File: src/hw/rtl/lds_pkg.sv
// ----------------------------------------------------------------------------
// lds_pkg: shared types and constants for the line draw setup block
// Operation codes, direction flags, the result word layout and queue depth.
// ----------------------------------------------------------------------------
package lds_pkg;

   // Input operation codes, carried on req_tuser.
   localparam logic OP_MOVE = 1'b0;
   localparam logic OP_DRAW = 1'b1;

   // Depth of the queue between the classifier and the setup engine.
   localparam int QUEUE_DEPTH = 2;

   // Width of the packed result word on rsp_tdata.
   localparam int RSP_DATA_W = 80;

   typedef logic        [11:0] coord_out_type;
   typedef logic signed [13:0] err_type;
   typedef logic        [12:0] axial_type;
   typedef logic signed [12:0] diag_type;

   // Direction and major-axis flags of one line.
   typedef struct packed {
      logic step_x_up;
      logic step_y_up;
      logic y_is_major;
   } dir_type;

   // Result word, first member in the highest bits.
   typedef struct packed {
      logic          zero_pad;
      logic          y_is_major;
      logic          step_y_up;
      logic          step_x_up;
      coord_out_type major_length;
      diag_type      diagonal_step;
      axial_type     axial_step;
      err_type       error_start;
      coord_out_type start_y;
      coord_out_type start_x;
   } rsp_type;

endpackage

File: src/hw/rtl/lds_front.sv
// ----------------------------------------------------------------------------
// lds_front: request classifier and pen register
// Moves update the pen; draws are reduced to start point, major and minor
// lengths and direction flags and pushed into the queue.
// ----------------------------------------------------------------------------
module lds_front #(
   parameter int COORD_BITS = 12
) (
   input  logic                      clock,
   input  logic                      reset,
   input  logic                      req_tvalid,
   output logic                      req_tready,
   input  logic [2*COORD_BITS-1:0]   req_tdata,   // point_x, point_y
   input  logic                      req_tuser,   // operation
   output logic                      push_valid,
   input  logic                      push_ready,
   output logic [4*COORD_BITS+2:0]   push_data
);

   logic [COORD_BITS-1:0] pen_x_ff, pen_x_in;
   logic [COORD_BITS-1:0] pen_y_ff, pen_y_in;
   logic [COORD_BITS-1:0] point_x, point_y;
   logic [COORD_BITS-1:0] adx, ady, major, minor;
   lds_pkg::dir_type      dir;
   logic                  accept;

   assign point_x = req_tdata[COORD_BITS-1:0];
   assign point_y = req_tdata[2*COORD_BITS-1:COORD_BITS];

   assign req_tready = push_ready;
   assign accept     = req_tvalid && req_tready;

   // Both differences are formed at once and the non-negative one is kept.
   assign dir.step_x_up  = point_x >= pen_x_ff;
   assign dir.step_y_up  = point_y >= pen_y_ff;
   assign adx = dir.step_x_up ? point_x - pen_x_ff : pen_x_ff - point_x;
   assign ady = dir.step_y_up ? point_y - pen_y_ff : pen_y_ff - point_y;
   assign dir.y_is_major = ady >= adx;
   assign major = dir.y_is_major ? ady : adx;
   assign minor = dir.y_is_major ? adx : ady;

   // A draw to the pen position itself has no length and is dropped here.
   assign push_valid = accept && (req_tuser == lds_pkg::OP_DRAW) && (major != '0);
   assign push_data  = {dir, minor, major, pen_y_ff, pen_x_ff};

   always_comb begin
      pen_x_in = pen_x_ff;
      pen_y_in = pen_y_ff;
      if (accept && (req_tuser == lds_pkg::OP_MOVE)) begin
         pen_x_in = point_x;
         pen_y_in = point_y;
      end
   end

   always_ff @(posedge clock) begin
      if (reset) begin
         pen_x_ff <= '0;
         pen_y_ff <= '0;
      end else begin
         pen_x_ff <= pen_x_in;
         pen_y_ff <= pen_y_in;
      end
   end

endmodule

File: src/hw/rtl/lds_queue.sv
// ----------------------------------------------------------------------------
// lds_queue: short first-in first-out queue
// Decouples the classifier from the setup engine.
// ----------------------------------------------------------------------------
module lds_queue #(
   parameter int WIDTH = 51
) (
   input  logic             clock,
   input  logic             reset,
   input  logic             push_valid,
   output logic             push_ready,
   input  logic [WIDTH-1:0] push_data,
   output logic             pop_valid,
   input  logic             pop_ready,
   output logic [WIDTH-1:0] pop_data
);

   localparam int DEPTH = lds_pkg::QUEUE_DEPTH;
   localparam int PTR_W = (DEPTH > 1) ? $clog2(DEPTH) : 1;
   localparam int CNT_W = $clog2(DEPTH + 1);

   logic [WIDTH-1:0] mem_ff [DEPTH];
   logic [PTR_W-1:0] wr_ptr_ff, wr_ptr_in;
   logic [PTR_W-1:0] rd_ptr_ff, rd_ptr_in;
   logic [CNT_W-1:0] count_ff, count_in;
   logic             push, pop;

   assign push_ready = count_ff != CNT_W'(DEPTH);
   assign pop_valid  = count_ff != '0;
   assign pop_data   = mem_ff[rd_ptr_ff];
   assign push       = push_valid && push_ready;
   assign pop        = pop_valid && pop_ready;

   always_comb begin
      wr_ptr_in = wr_ptr_ff;
      rd_ptr_in = rd_ptr_ff;
      count_in  = count_ff;
      if (push) begin
         wr_ptr_in = (wr_ptr_ff == PTR_W'(DEPTH - 1)) ? '0 : wr_ptr_ff + 1'b1;
      end
      if (pop) begin
         rd_ptr_in = (rd_ptr_ff == PTR_W'(DEPTH - 1)) ? '0 : rd_ptr_ff + 1'b1;
      end
      if (push && !pop) begin
         count_in = count_ff + 1'b1;
      end else if (pop && !push) begin
         count_in = count_ff - 1'b1;
      end
   end

   always_ff @(posedge clock) begin
      if (reset) begin
         wr_ptr_ff <= '0;
         rd_ptr_ff <= '0;
         count_ff  <= '0;
      end else begin
         wr_ptr_ff <= wr_ptr_in;
         rd_ptr_ff <= rd_ptr_in;
         count_ff  <= count_in;
      end
   end

   always_ff @(posedge clock) begin
      if (push) begin
         mem_ff[wr_ptr_ff] <= push_data;
      end
   end

endmodule

File: src/hw/rtl/lds_back.sv
// ----------------------------------------------------------------------------
// lds_back: Bresenham setup engine
// Forms the three error terms, scales them when they exceed the limit with a
// shared serial divider, applies the start error fix and holds the result.
// ----------------------------------------------------------------------------
module lds_back #(
   parameter int COORD_BITS  = 12,
   parameter int ERROR_LIMIT = 4096
) (
   input  logic                            clock,
   input  logic                            reset,
   input  logic                            pop_valid,
   output logic                            pop_ready,
   input  logic [4*COORD_BITS+2:0]         pop_data,
   output logic                            rsp_tvalid,
   input  logic                            rsp_tready,
   output logic [lds_pkg::RSP_DATA_W-1:0]  rsp_tdata
);

   localparam int C       = COORD_BITS;
   localparam int TW      = C + 1;
   localparam int Q       = $clog2(ERROR_LIMIT + 1);
   localparam int DIV_MAX = (2 * ((1 << C) - 1) + ERROR_LIMIT - 1) / ERROR_LIMIT;
   localparam int D       = (DIV_MAX > 1) ? $clog2(DIV_MAX + 1) : 1;
   localparam int LW      = (TW > D + Q) ? TW : D + Q;
   localparam int CW      = (TW > Q + 1) ? TW : Q + 1;
   localparam int CNT_W   = $clog2(Q);
   localparam int TERMS   = 3;

   localparam logic [CW-1:0] LIMIT_C = CW'(ERROR_LIMIT);

   typedef enum logic [4:0] {
      ST_IDLE  = 5'b00001,
      ST_TERMS = 5'b00010,
      ST_CHECK = 5'b00100,
      ST_DIVT  = 5'b01000,
      ST_EMIT  = 5'b10000
   } state_type;

   state_type          state_ff, state_in;
   logic [CNT_W-1:0]   cnt_ff, cnt_in;
   logic [C-1:0]       start_x_ff, start_x_in;
   logic [C-1:0]       start_y_ff, start_y_in;
   logic [C-1:0]       major_ff, major_in;
   logic [C-1:0]       minor_ff, minor_in;
   lds_pkg::dir_type   dir_ff, dir_in;
   logic [TW-1:0]      m_ff [TERMS];
   logic [TW-1:0]      m_in [TERMS];
   logic               sign_e_ff, sign_e_in;
   logic [TW-1:0]      big_ff, big_in;
   logic [D-1:0]       div_ff, div_in;
   logic [LW-1:0]      lrem_ff [TERMS];
   logic [LW-1:0]      lrem_in [TERMS];
   logic [LW-1:0]      ddiv_ff, ddiv_in;
   logic [Q-1:0]       q_ff [TERMS];
   logic [Q-1:0]       q_in [TERMS];
   lds_pkg::rsp_type   rsp_ff, rsp_in;
   logic               rsp_valid_ff, rsp_valid_in;

   logic [TW-1:0]      two_minor, major_ext, m0_calc, m2_calc, big_calc;
   logic               ge, need_scale;
   logic [D-1:0]       div_calc;
   logic [TERMS-1:0]   lbit;
   logic signed [Q+1:0] e_mag, e_val, d_val;

   assign two_minor = {minor_ff, 1'b0};
   assign major_ext = {1'b0, major_ff};
   assign ge        = two_minor >= major_ext;
   assign m0_calc   = ge ? two_minor - major_ext : major_ext - two_minor;
   assign m2_calc   = {major_ff - minor_ff, 1'b0};
   // The start error never exceeds the larger of the two steps, whose
   // magnitudes sum to twice the major length.
   assign big_calc  = ge ? two_minor : m2_calc;

   assign need_scale = CW'(big_ff) > LIMIT_C;

   // Divisor ceil(largest / limit): the largest term is compared with each
   // multiple of the limit below its highest possible value.
   always_comb begin
      div_calc = D'(1);
      for (int k = 1; k < DIV_MAX; k++) begin
         if (big_ff > TW'(k * ERROR_LIMIT)) begin
            div_calc = D'(k + 1);
         end
      end
   end

   always_comb begin
      for (int k = 0; k < TERMS; k++) begin
         lbit[k] = lrem_ff[k] >= ddiv_ff;
      end
   end

   assign e_mag = $signed({2'b00, q_ff[0]});
   assign e_val = (sign_e_ff ? -e_mag : e_mag)
                - $signed({{(Q + 1){1'b0}}, dir_ff.step_x_up});
   assign d_val = -$signed({2'b00, q_ff[2]});

   assign pop_ready  = state_ff == ST_IDLE;
   assign rsp_tvalid = rsp_valid_ff;
   assign rsp_tdata  = rsp_ff;

   always_comb begin
      state_in     = state_ff;
      cnt_in       = cnt_ff;
      start_x_in   = start_x_ff;
      start_y_in   = start_y_ff;
      major_in     = major_ff;
      minor_in     = minor_ff;
      dir_in       = dir_ff;
      m_in         = m_ff;
      sign_e_in    = sign_e_ff;
      big_in       = big_ff;
      div_in       = div_ff;
      lrem_in      = lrem_ff;
      ddiv_in      = ddiv_ff;
      q_in         = q_ff;
      rsp_in       = rsp_ff;
      rsp_valid_in = rsp_valid_ff;

      if (rsp_valid_ff && rsp_tready) begin
         rsp_valid_in = 1'b0;
      end

      unique case (state_ff)
         ST_IDLE: begin
            if (pop_valid) begin
               start_x_in = pop_data[C-1:0];
               start_y_in = pop_data[2*C-1:C];
               major_in   = pop_data[3*C-1:2*C];
               minor_in   = pop_data[4*C-1:3*C];
               dir_in     = lds_pkg::dir_type'(pop_data[4*C+2:4*C]);
               state_in   = ST_TERMS;
            end
         end
         ST_TERMS: begin
            m_in[0]   = m0_calc;
            m_in[1]   = two_minor;
            m_in[2]   = m2_calc;
            sign_e_in = !ge;
            big_in    = big_calc;
            state_in  = ST_CHECK;
         end
         ST_CHECK: begin
            if (need_scale) begin
               div_in = div_calc;
               for (int k = 0; k < TERMS; k++) begin
                  lrem_in[k] = LW'(m_ff[k]);
                  q_in[k]    = '0;
               end
               ddiv_in  = LW'(div_calc) << (Q - 1);
               cnt_in   = CNT_W'(Q - 1);
               state_in = ST_DIVT;
            end else begin
               for (int k = 0; k < TERMS; k++) begin
                  q_in[k] = Q'(m_ff[k]);
               end
               state_in = ST_EMIT;
            end
         end
         ST_DIVT: begin
            // Three quotients share the divisor; each is below 2**Q.
            for (int k = 0; k < TERMS; k++) begin
               if (lbit[k]) begin
                  lrem_in[k] = lrem_ff[k] - ddiv_ff;
               end
               q_in[k] = Q'({q_ff[k], lbit[k]});
            end
            ddiv_in = ddiv_ff >> 1;
            if (cnt_ff == '0) begin
               state_in = ST_EMIT;
            end else begin
               cnt_in = cnt_ff - 1'b1;
            end
         end
         ST_EMIT: begin
            if (!rsp_valid_ff || rsp_tready) begin
               rsp_in.zero_pad      = 1'b0;
               rsp_in.y_is_major    = dir_ff.y_is_major;
               rsp_in.step_y_up     = dir_ff.step_y_up;
               rsp_in.step_x_up     = dir_ff.step_x_up;
               rsp_in.major_length  = lds_pkg::coord_out_type'(major_ff);
               rsp_in.diagonal_step = lds_pkg::diag_type'(d_val);
               rsp_in.axial_step    = lds_pkg::axial_type'(q_ff[1]);
               rsp_in.error_start   = lds_pkg::err_type'(e_val);
               rsp_in.start_y       = lds_pkg::coord_out_type'(start_y_ff);
               rsp_in.start_x       = lds_pkg::coord_out_type'(start_x_ff);
               rsp_valid_in         = 1'b1;
               state_in             = ST_IDLE;
            end
         end
         default: begin
            state_in = ST_IDLE;
         end
      endcase
   end

   always_ff @(posedge clock) begin
      if (reset) begin
         state_ff     <= ST_IDLE;
         rsp_valid_ff <= 1'b0;
      end else begin
         state_ff     <= state_in;
         rsp_valid_ff <= rsp_valid_in;
      end
   end

   always_ff @(posedge clock) begin
      cnt_ff     <= cnt_in;
      start_x_ff <= start_x_in;
      start_y_ff <= start_y_in;
      major_ff   <= major_in;
      minor_ff   <= minor_in;
      dir_ff     <= dir_in;
      m_ff       <= m_in;
      sign_e_ff  <= sign_e_in;
      big_ff     <= big_in;
      div_ff     <= div_in;
      lrem_ff    <= lrem_in;
      ddiv_ff    <= ddiv_in;
      q_ff       <= q_in;
      rsp_ff     <= rsp_in;
   end

   // A result leaving the engine must land in the output register.
   a_emit_loads: assert property (@(posedge clock) disable iff (reset)
      (state_ff == ST_EMIT && (!rsp_valid_ff || rsp_tready))
      |=> (rsp_valid_ff && state_ff == ST_IDLE))
      else $error("emitted result not held in output register");

   // The scaling divisor, at least two whenever the terms are divided, is checked to be nonzero.
   a_divisor_nonzero: assert property (@(posedge clock) disable iff (reset)
      (state_ff == ST_DIVT) |-> (div_ff != '0))
      else $error("scaling with a zero divisor");

   // Scaled or not, the axial step never exceeds the error limit.
   a_axial_bound: assert property (@(posedge clock) disable iff (reset)
      rsp_valid_ff |-> (int'(rsp_ff.axial_step) <= ERROR_LIMIT))
      else $error("axial step above error limit");

endmodule

File: src/hw/rtl/line_draw_setup.sv
// ----------------------------------------------------------------------------
// line_draw_setup: Bresenham line setup for a line accelerator
// A move transfer stores the pen position; a draw transfer produces the
// direction flags, major length and the three error terms for one line.
// A move is handled in the front end alone and produces nothing. A draw
// passes through a two-entry queue into the setup engine, which takes it
// in idle, steps through the terms, check and emit states and takes the
// next draw only back in idle. When an error term exceeds ERROR_LIMIT, the
// scaling divisor is found in the check state by comparing the largest
// term with multiples of ERROR_LIMIT, and a serial divider then divides
// all three terms in parallel, one quotient bit per cycle, into Q-bit
// quotients, where Q = clog2(ERROR_LIMIT + 1). A draw whose endpoint
// equals the pen produces no result, and a draw leaves the pen
// where it was.
// ----------------------------------------------------------------------------
module line_draw_setup #(
   parameter int COORD_BITS  = 12,
   parameter int ERROR_LIMIT = 4096
) (
   input  logic                                      clock,
   input  logic                                      reset,
   input  logic                                      req_tvalid,
   output logic                                      req_tready,
   // point_x, point_y, zero fill to whole bytes
   input  logic [((2*COORD_BITS+7)/8)*8-1:0]         req_tdata,
   // operation
   input  logic                                      req_tuser,
   output logic                                      rsp_tvalid,
   input  logic                                      rsp_tready,
   // start_x, start_y, error_start, axial_step, diagonal_step,
   // major_length, step_x_up, step_y_up, y_is_major, zero fill
   output logic [lds_pkg::RSP_DATA_W-1:0]            rsp_tdata
);

   localparam int ITEM_W = 4 * COORD_BITS + 3;

   logic              push_valid, push_ready;
   logic [ITEM_W-1:0] push_data;
   logic              pop_valid, pop_ready;
   logic [ITEM_W-1:0] pop_data;

   lds_front #(
      .COORD_BITS (COORD_BITS)
   ) u_front (
      .clock      (clock),
      .reset      (reset),
      .req_tvalid (req_tvalid),
      .req_tready (req_tready),
      .req_tdata  (req_tdata[2*COORD_BITS-1:0]),
      .req_tuser  (req_tuser),
      .push_valid (push_valid),
      .push_ready (push_ready),
      .push_data  (push_data)
   );

   lds_queue #(
      .WIDTH (ITEM_W)
   ) u_queue (
      .clock      (clock),
      .reset      (reset),
      .push_valid (push_valid),
      .push_ready (push_ready),
      .push_data  (push_data),
      .pop_valid  (pop_valid),
      .pop_ready  (pop_ready),
      .pop_data   (pop_data)
   );

   lds_back #(
      .COORD_BITS  (COORD_BITS),
      .ERROR_LIMIT (ERROR_LIMIT)
   ) u_back (
      .clock      (clock),
      .reset      (reset),
      .pop_valid  (pop_valid),
      .pop_ready  (pop_ready),
      .pop_data   (pop_data),
      .rsp_tvalid (rsp_tvalid),
      .rsp_tready (rsp_tready),
      .rsp_tdata  (rsp_tdata)
   );

endmodule

File: config.mk
export PLATFORM = sky130hd
export DESIGN_NAME = line_draw_setup
export DESIGN_NICKNAME = d
export VERILOG_FILES = /design/src/hw/rtl/lds_pkg.sv /design/src/hw/rtl/lds_front.sv /design/src/hw/rtl/lds_queue.sv /design/src/hw/rtl/lds_back.sv /design/src/hw/rtl/line_draw_setup.sv
export SDC_FILE = /design/constraint.sdc
export NUM_CORES = 1
export LEC_CHECK = 0
export BUFFER_PORTS_ARGS = -buffer_cell sky130_fd_sc_hd__buf_2
export CORE_MARGIN = 8
export CORE_UTILIZATION = 62
export DETAILED_ROUTE_END_ITERATION = 8
export GPL_TIMING_DRIVEN = 0
export PLACE_DENSITY = 0.92
export SKIP_CTS_REPAIR_TIMING = 1
export SYNTH_ARGS = -nofsm -noshare
export SYNTH_HDL_FRONTEND = slang
export SYNTH_SLANG_ARGS = --single-unit
File: constraint.sdc
create_clock -name clock -period 11 [get_ports clock]
set_input_delay 1.1 -clock clock [delete_from_list [all_inputs] [get_ports clock]]
set_output_delay 1.1 -clock clock [all_outputs]
set_load 0.05 [all_outputs]
======== Word level (Yosys, flattened, before mapping) ========
Memories as Yosys holds them, arrays and structs flattened. A register that Yosys moved wholly into a read port is not among the register bits.
Index checks and enable logic that the tools add are counted.
word-level totals
  output and inout port bits .............. 82
  register bits ........................... 267
  word-level logic and storage cells ...... 133
  bits in writable memories ............... 102
  memories kept ........................... 1
memories
  memory          words  width  rd ports  clocked after Yosys merged registers in  write ports  line             text
  u_queue.mem_ff  2      51     1         1                                        1            lds_queue.sv:22  logic [WIDTH-1:0] mem_ff [DEPTH];
operators by class
  multiplexer cells ....................... 34
  $add $sub $neg .......................... 18
  reductions and logical operators ........ 27
  bitwise operators ....................... 1
  $lt $le $gt $ge ......................... 9
  eq/ne operators ......................... 14
operators by type and width
  kind                                                             count
  45-bit one-hot mux with 2 select lines                           1
  39-bit one-hot mux with 2 select lines                           1
  15-bit 2-to-1 mux                                                4
  12-bit subtractor                                                5
  12-bit 2-to-1 mux                                                4
  15-bit >= comparator                                             3
  45-bit 2-to-1 mux                                                1
  15-bit subtractor                                                3
  39-bit 2-to-1 mux                                                1
  12-bit >= comparator                                             3
  15-bit one-hot mux with 2 select lines                           1
  13-bit > comparator, second input constant                       2
  13-bit 2-to-1 mux                                                2
  5-bit one-hot mux with 5 select lines                            1
  5-bit 2-to-1 mux                                                 4
  3-bit AND reduction                                              5
  14-bit 2-to-1 mux                                                1
  2-bit by 1-bit != test with 1-bit output, second input constant  7
  13-bit negator with 14-bit output                                1
  14-bit by 2-bit subtractor with 14-bit output                    1
  13-bit by 12-bit >= comparator with 1-bit output                 1
  13-bit negator                                                   1
  12-bit by 13-bit subtractor with 13-bit output                   1
  13-bit by 12-bit subtractor with 13-bit output                   1
  22 further kinds                                                 48

======== Longest topological paths before layout ========
  depth after elaboration ................. 11
  depth in mapped cells ................... 28
  mapped depth without buffers ............ 27

======== Modules after synthesis ========
From an unflattened synthesis, not the netlist that was laid out.
unflattened totals
  cells, all modules ...................... 1878
  area, all modules ....................... 21907.3 um^2
by module, submodules not included
  module     cells each  instances  area an instance (um^2)
  lds_back   1181        1          14321.2
  lds_queue  183         1          3890.0
  lds_front  514         1          3696.0

======== Least setup slack after synthesis ========
Ideal clock, no wire load.
  path kind ............................... input -> register
  from .................................... in req_tdata[12]
  to ...................................... mem u_queue.mem_ff[0][0], enable pin
  stages on the path ...................... 24
  arrival time ............................ 7.550 ns
  path slack .............................. 2.984 ns
  buffers on the path ..................... 1
  library setup time ...................... 0.466 ns
  cells stage by stage .................... inv_1 -> ha_1 -> inv_1 -> fa_1 -> a211oi_4 -> o22ai_2 -> a221oi_4 -> o21a_4 -> clkinv_1 -> mux2i_1 -> xnor2_1 -> inv_1 -> ha_1 -> a21oi_1 -> nand2_1 -> a21oi_1 -> o211a_1 -> inv_1 -> clkbuf_1 -> and4_1 -> o32ai_1 -> nor4_4 -> a31oi_2 -> nor2b_1
between the ends
  longest elaborated chain between the ends .. 9
  elaborated cells between the ends (all ways) .. 11
ends and longest elaborated chain
  what                                      line                   text
  start: declaration                        line_draw_setup.sv:25  input logic [((2*COORD_BITS+7)/8)*8-1:0] req_tdata,
  12-bit >= comparator *                    lds_front.sv:35        assign dir.step_y_up = point_y >= pen_y_ff;
  named net push_data[49]                   line_draw_setup.sv:38  logic [ITEM_W-1:0] push_data;
  12-bit 2-to-1 mux *                       lds_front.sv:37        assign ady = dir.step_y_up ? point_y - pen_y_ff : pen_y_ff - point_y;
  12-bit >= comparator                      lds_front.sv:38        assign dir.y_is_major = ady >= adx;
  12-bit 2-to-1 mux *                       lds_front.sv:39        assign major = dir.y_is_major ? ady : adx;
  12-bit nonzero test *                     lds_front.sv:43        assign push_valid = accept && (req_tuser == lds_pkg::OP_DRAW) && (major != '0);
  1-bit logical AND *                       lds_front.sv:43
  1-bit logical AND *                       lds_queue.sv:31        assign push = push_valid && push_ready;
  named net u_queue.push                    lds_queue.sv:26        logic push, pop;
  1-bit 2-to-1 mux *                        lds_queue.sv:64        if (push) begin
  1-bit 2-to-1 mux (implied by the code) *  lds_queue.sv:65        mem_ff[wr_ptr_ff] <= push_data;
  end: declaration                          lds_queue.sv:22
Mark *: on every way through the listed nets, which the timed path passes. The rest lies on a longest branch.

======== Final worst setup path ========
  from .................................... in req_tdata[12]
  to ...................................... mem u_queue.mem_ff[0][18], enable pin
between the ends
  longest elaborated chain between the ends .. 9
  elaborated cells between the ends (all ways) .. 11
ends and longest elaborated chain
  what                                      line
  12-bit >= comparator *                    lds_front.sv:35
  named net push_data[49]                   line_draw_setup.sv:38
  12-bit 2-to-1 mux *                       lds_front.sv:37
  12-bit >= comparator                      lds_front.sv:38
  12-bit 2-to-1 mux *                       lds_front.sv:39
  named net push_data[28]                   line_draw_setup.sv:38
  12-bit nonzero test *                     lds_front.sv:43
  1-bit logical AND *                       lds_front.sv:43
  1-bit logical AND *                       lds_queue.sv:31
  named net u_queue.push                    lds_queue.sv:26
  1-bit 2-to-1 mux *                        lds_queue.sv:64
  1-bit 2-to-1 mux (implied by the code) *  lds_queue.sv:65
Marks and branches as above.

==> impl_metrics.json <==
{
  "synth_common_cells": "384 x edfxtp_1, 196 x nand2_1, 157 x inv_1",
  "dr.pass1.iters": 6,
  "place_area_um2": 23000,
  "antenna_found_initial": 0,
  "netlist_area_um2": 21700,
  "worstPathRequired_ps": 11240,
  "finalWeightedCongestion": 0.966,
  "viasPerCell": 5.92,
  "rsz0062_at_grt": "no",
  "track_usage_pct": 24.6,
  "seq_area_um2": 12200,
  "ant_nets": 0,
  "synth.most_common_cell": "edfxtp_1",
  "antenna_cells": 0,
  "yosys-top-cells-area": "edfxtp_1 53%, ha_1 8.0%, nand2_1 3.4%",
  "setup-tns-final_ps": 0,
  "post-dp-hpwl_um": 38500,
  "post-route-drc-count": 0,
  "cts_max_level": 2,
  "min_path_type": "register to register",
  "max_cap_violations": 0,
  "cts_root_buf": "clkbuf_16",
  "synth.avg_cell_area_um2": 11.5,
  "multi_input_area_um2": 8650,
  "p_leak_nw": 9.28,
  "yosys.cell_types.count": 83,
  "io_buffers": 108,
  "cpMostUsedCell": "inv_1",
  "critPathArrivalTime_ps": 7320,
  "grt_pass1_wl_um": 80500,
  "cp_max_fo": 33,
  "drv_slew": 0,
  "clock_path_buffers": 3,
  "worst_path_largest_cell_delay_ps": 650,
  "grt-ovfl-total": 0,
  "setup_viol": 0,
  "rows": 68,
  "fin_skew_ps": 18.2,
  "start_util_pct": 62.9,
  "endpoint_kind": "register",
  "timing.final.crit_share_pct": 64.4,
  "outcome": "finished clean",
  "clk_pin_slew_worst_paths_ps": 60,
  "die_area_um2": 41300,
  "synth_top_cell_by_area": "edfxtp_1",
  "ys_warn_count": 0,
  "die_height_um": 203,
  "synth-edff-count": 384,
  "ys_seq_elements": 418,
  "numCtsBuffers": 43,
  "fin_area_um2": 24300,
  "routedWlPerCell_um": 20.3,
  "max_freq_ghz": 0.141,
  "grt_pass1_vias": 15216,
  "cts_sinks": 418,
  "slowest_stage": "nor2b_4",
  "cts_tree": "done",
  "vdd_drop_max_uv": 148,
  "worst_slew_pin_slew_ps": 1060,
  "filler_cell_count": 2438,
  "synth_fp_nets": 2062,
  "clk_latency_ps": 560,
  "syn_to_final_growth_pct": 11.9,
  "io_pins": 111,
  "drtIter0Drc": 1164,
  "nNetsFinal": 2225,
  "period_needed_ps": 7080,
  "postSynth.asyncResetShare_pct": 0,
  "cp-start-kind": "input port",
  "core_um2": 34500,
  "final_layout_size_suffix_gt1_share_pct": 13.3,
  "seq_area_frac_synth_pct": 56.2,
  "routed_wl_um": 51500,
  "hold_viol": 0,
  "synthCells": 1884,
  "synthFlopType": "edfxtp_1",
  "relSlewSlack_pct": 29.1,
  "worstSetupPathType": "input port to register",
  "dr_total_vias": 15006,
  "yosys.area.top_type_share_pct": 53.1,
  "path_cells": "buf_2, inv_1, ha_1, inv_1, fa_1, a211oi_4, o22ai_2, a221oi_4, o21a_4, clkinv_1, mux2i_1, xnor2_1, inv_1, ha_1, nand4_1, nand2b_1, o211a_1, inv_1, clkbuf_1, mux2i_1, nor4_4, a31oi_2, nor2b_4, buf_12",
  "grt_max_degree": 41,
  "power.density_nw_per_um2": 215,
  "fp.dieW_um": 203
}
==> state kept, by name (all words and copies together), names as in the netlist, 13 cells and up <==
| name | flops |
|---|---|
| u_back.e_mag | 13 |
| u_queue.mem_ff | 102 |
| u_back.lrem_ff | 45 |
| u_back.m_ff | 37 |
| u_back.q_ff | 26 |
| u_back.ddiv_ff | 14 |
| u_back.rsp_tdata | 79 |
==> where the power goes <==
part	internal (mW)	leakage, nW	switching, mW
sequential	2.10	3.85	0.120
combinational	0.619	4.78	1.02
clock	0.780	0.642	0.590
total	3.50	9.28	1.73
==> critical path, delay by kind of cell <==
kind	cells	cell delay, ps
fa+ha+maj	3	920
compound gates	6	1560
buf+inv	8	1440
simple gates	4	1050
xor+xnor	1	400
mux	2	810
==> layout by cell type (no fill, tap or decap), types with 59 or more instances in the layout <==
cell / n
edfxtp_1: 384
buf_2: 113
nor2_1: 105
xnor2_1: 59
ha_1: 139
clkbuf_1: 67
nand2_1: 195
o21ai_0: 127
inv_1: 156
a21oi_1: 118
==> per-layer routing <==
metal  track usage, %  up-vias  routed length (µm)
li1                 -     7146                   -
met1             27.8     7204               19400
met2             45.3      513               27200
met3             3.92      143                2870
met4             10.9        0                2060
met5                0        -                   0
==> area by class of cell <==
type / instances / area share [%]
multi-input combinational: 1237 / 35.5
sequential: 418 / 50.2
clock buffer: 60 / 4.90
tap: 455 / 2.34
timing repair buffer: 118 / 2.85
clock inverter: 17 / 0.453
inverter: 162 / 2.52
buffer: 67 / 1.19
==> cell families after synthesis <==
family | synth area share [%]
buf+inv | 4.15
other cells | 0.0173
compound gates | 12.4
simple gates | 10.4
xor+xnor | 3.83
mux | 4.10
flops | 56.2
fa+ha+maj | 8.93
==> through the flow <==
step	instances	utilization [%]	total power, mW	worst slack, ps	hold slack, ps
after CTS	2534	70.4	5.24	3950	414
after global placement	2447	66.1	3.80	773	403
after global routing	2534	70.4	5.48	3550	416
after detailed placement	2457	66.6	3.87	3400	405
after floorplan	1884	-	3.38	2980	400
final	2534	70.4	5.23	3920	413
==> worst paths after layout <==
kind	depth (start not counted)	startpoint	to	slack (ps)
worst max-delay path	24	req_tdata[12]	u_queue.mem_ff[0][18]	3920
worst min-delay path	0	u_back.start_y_ff[3]	u_back.rsp_tdata[15]	410
worst max register to register	21	u_front.pen_y_ff[1]	u_queue.mem_ff[0][18]	4180
worst min register to register	0	u_back.start_y_ff[3]	u_back.rsp_tdata[15]	410
(Power assumes the default switching activity.)
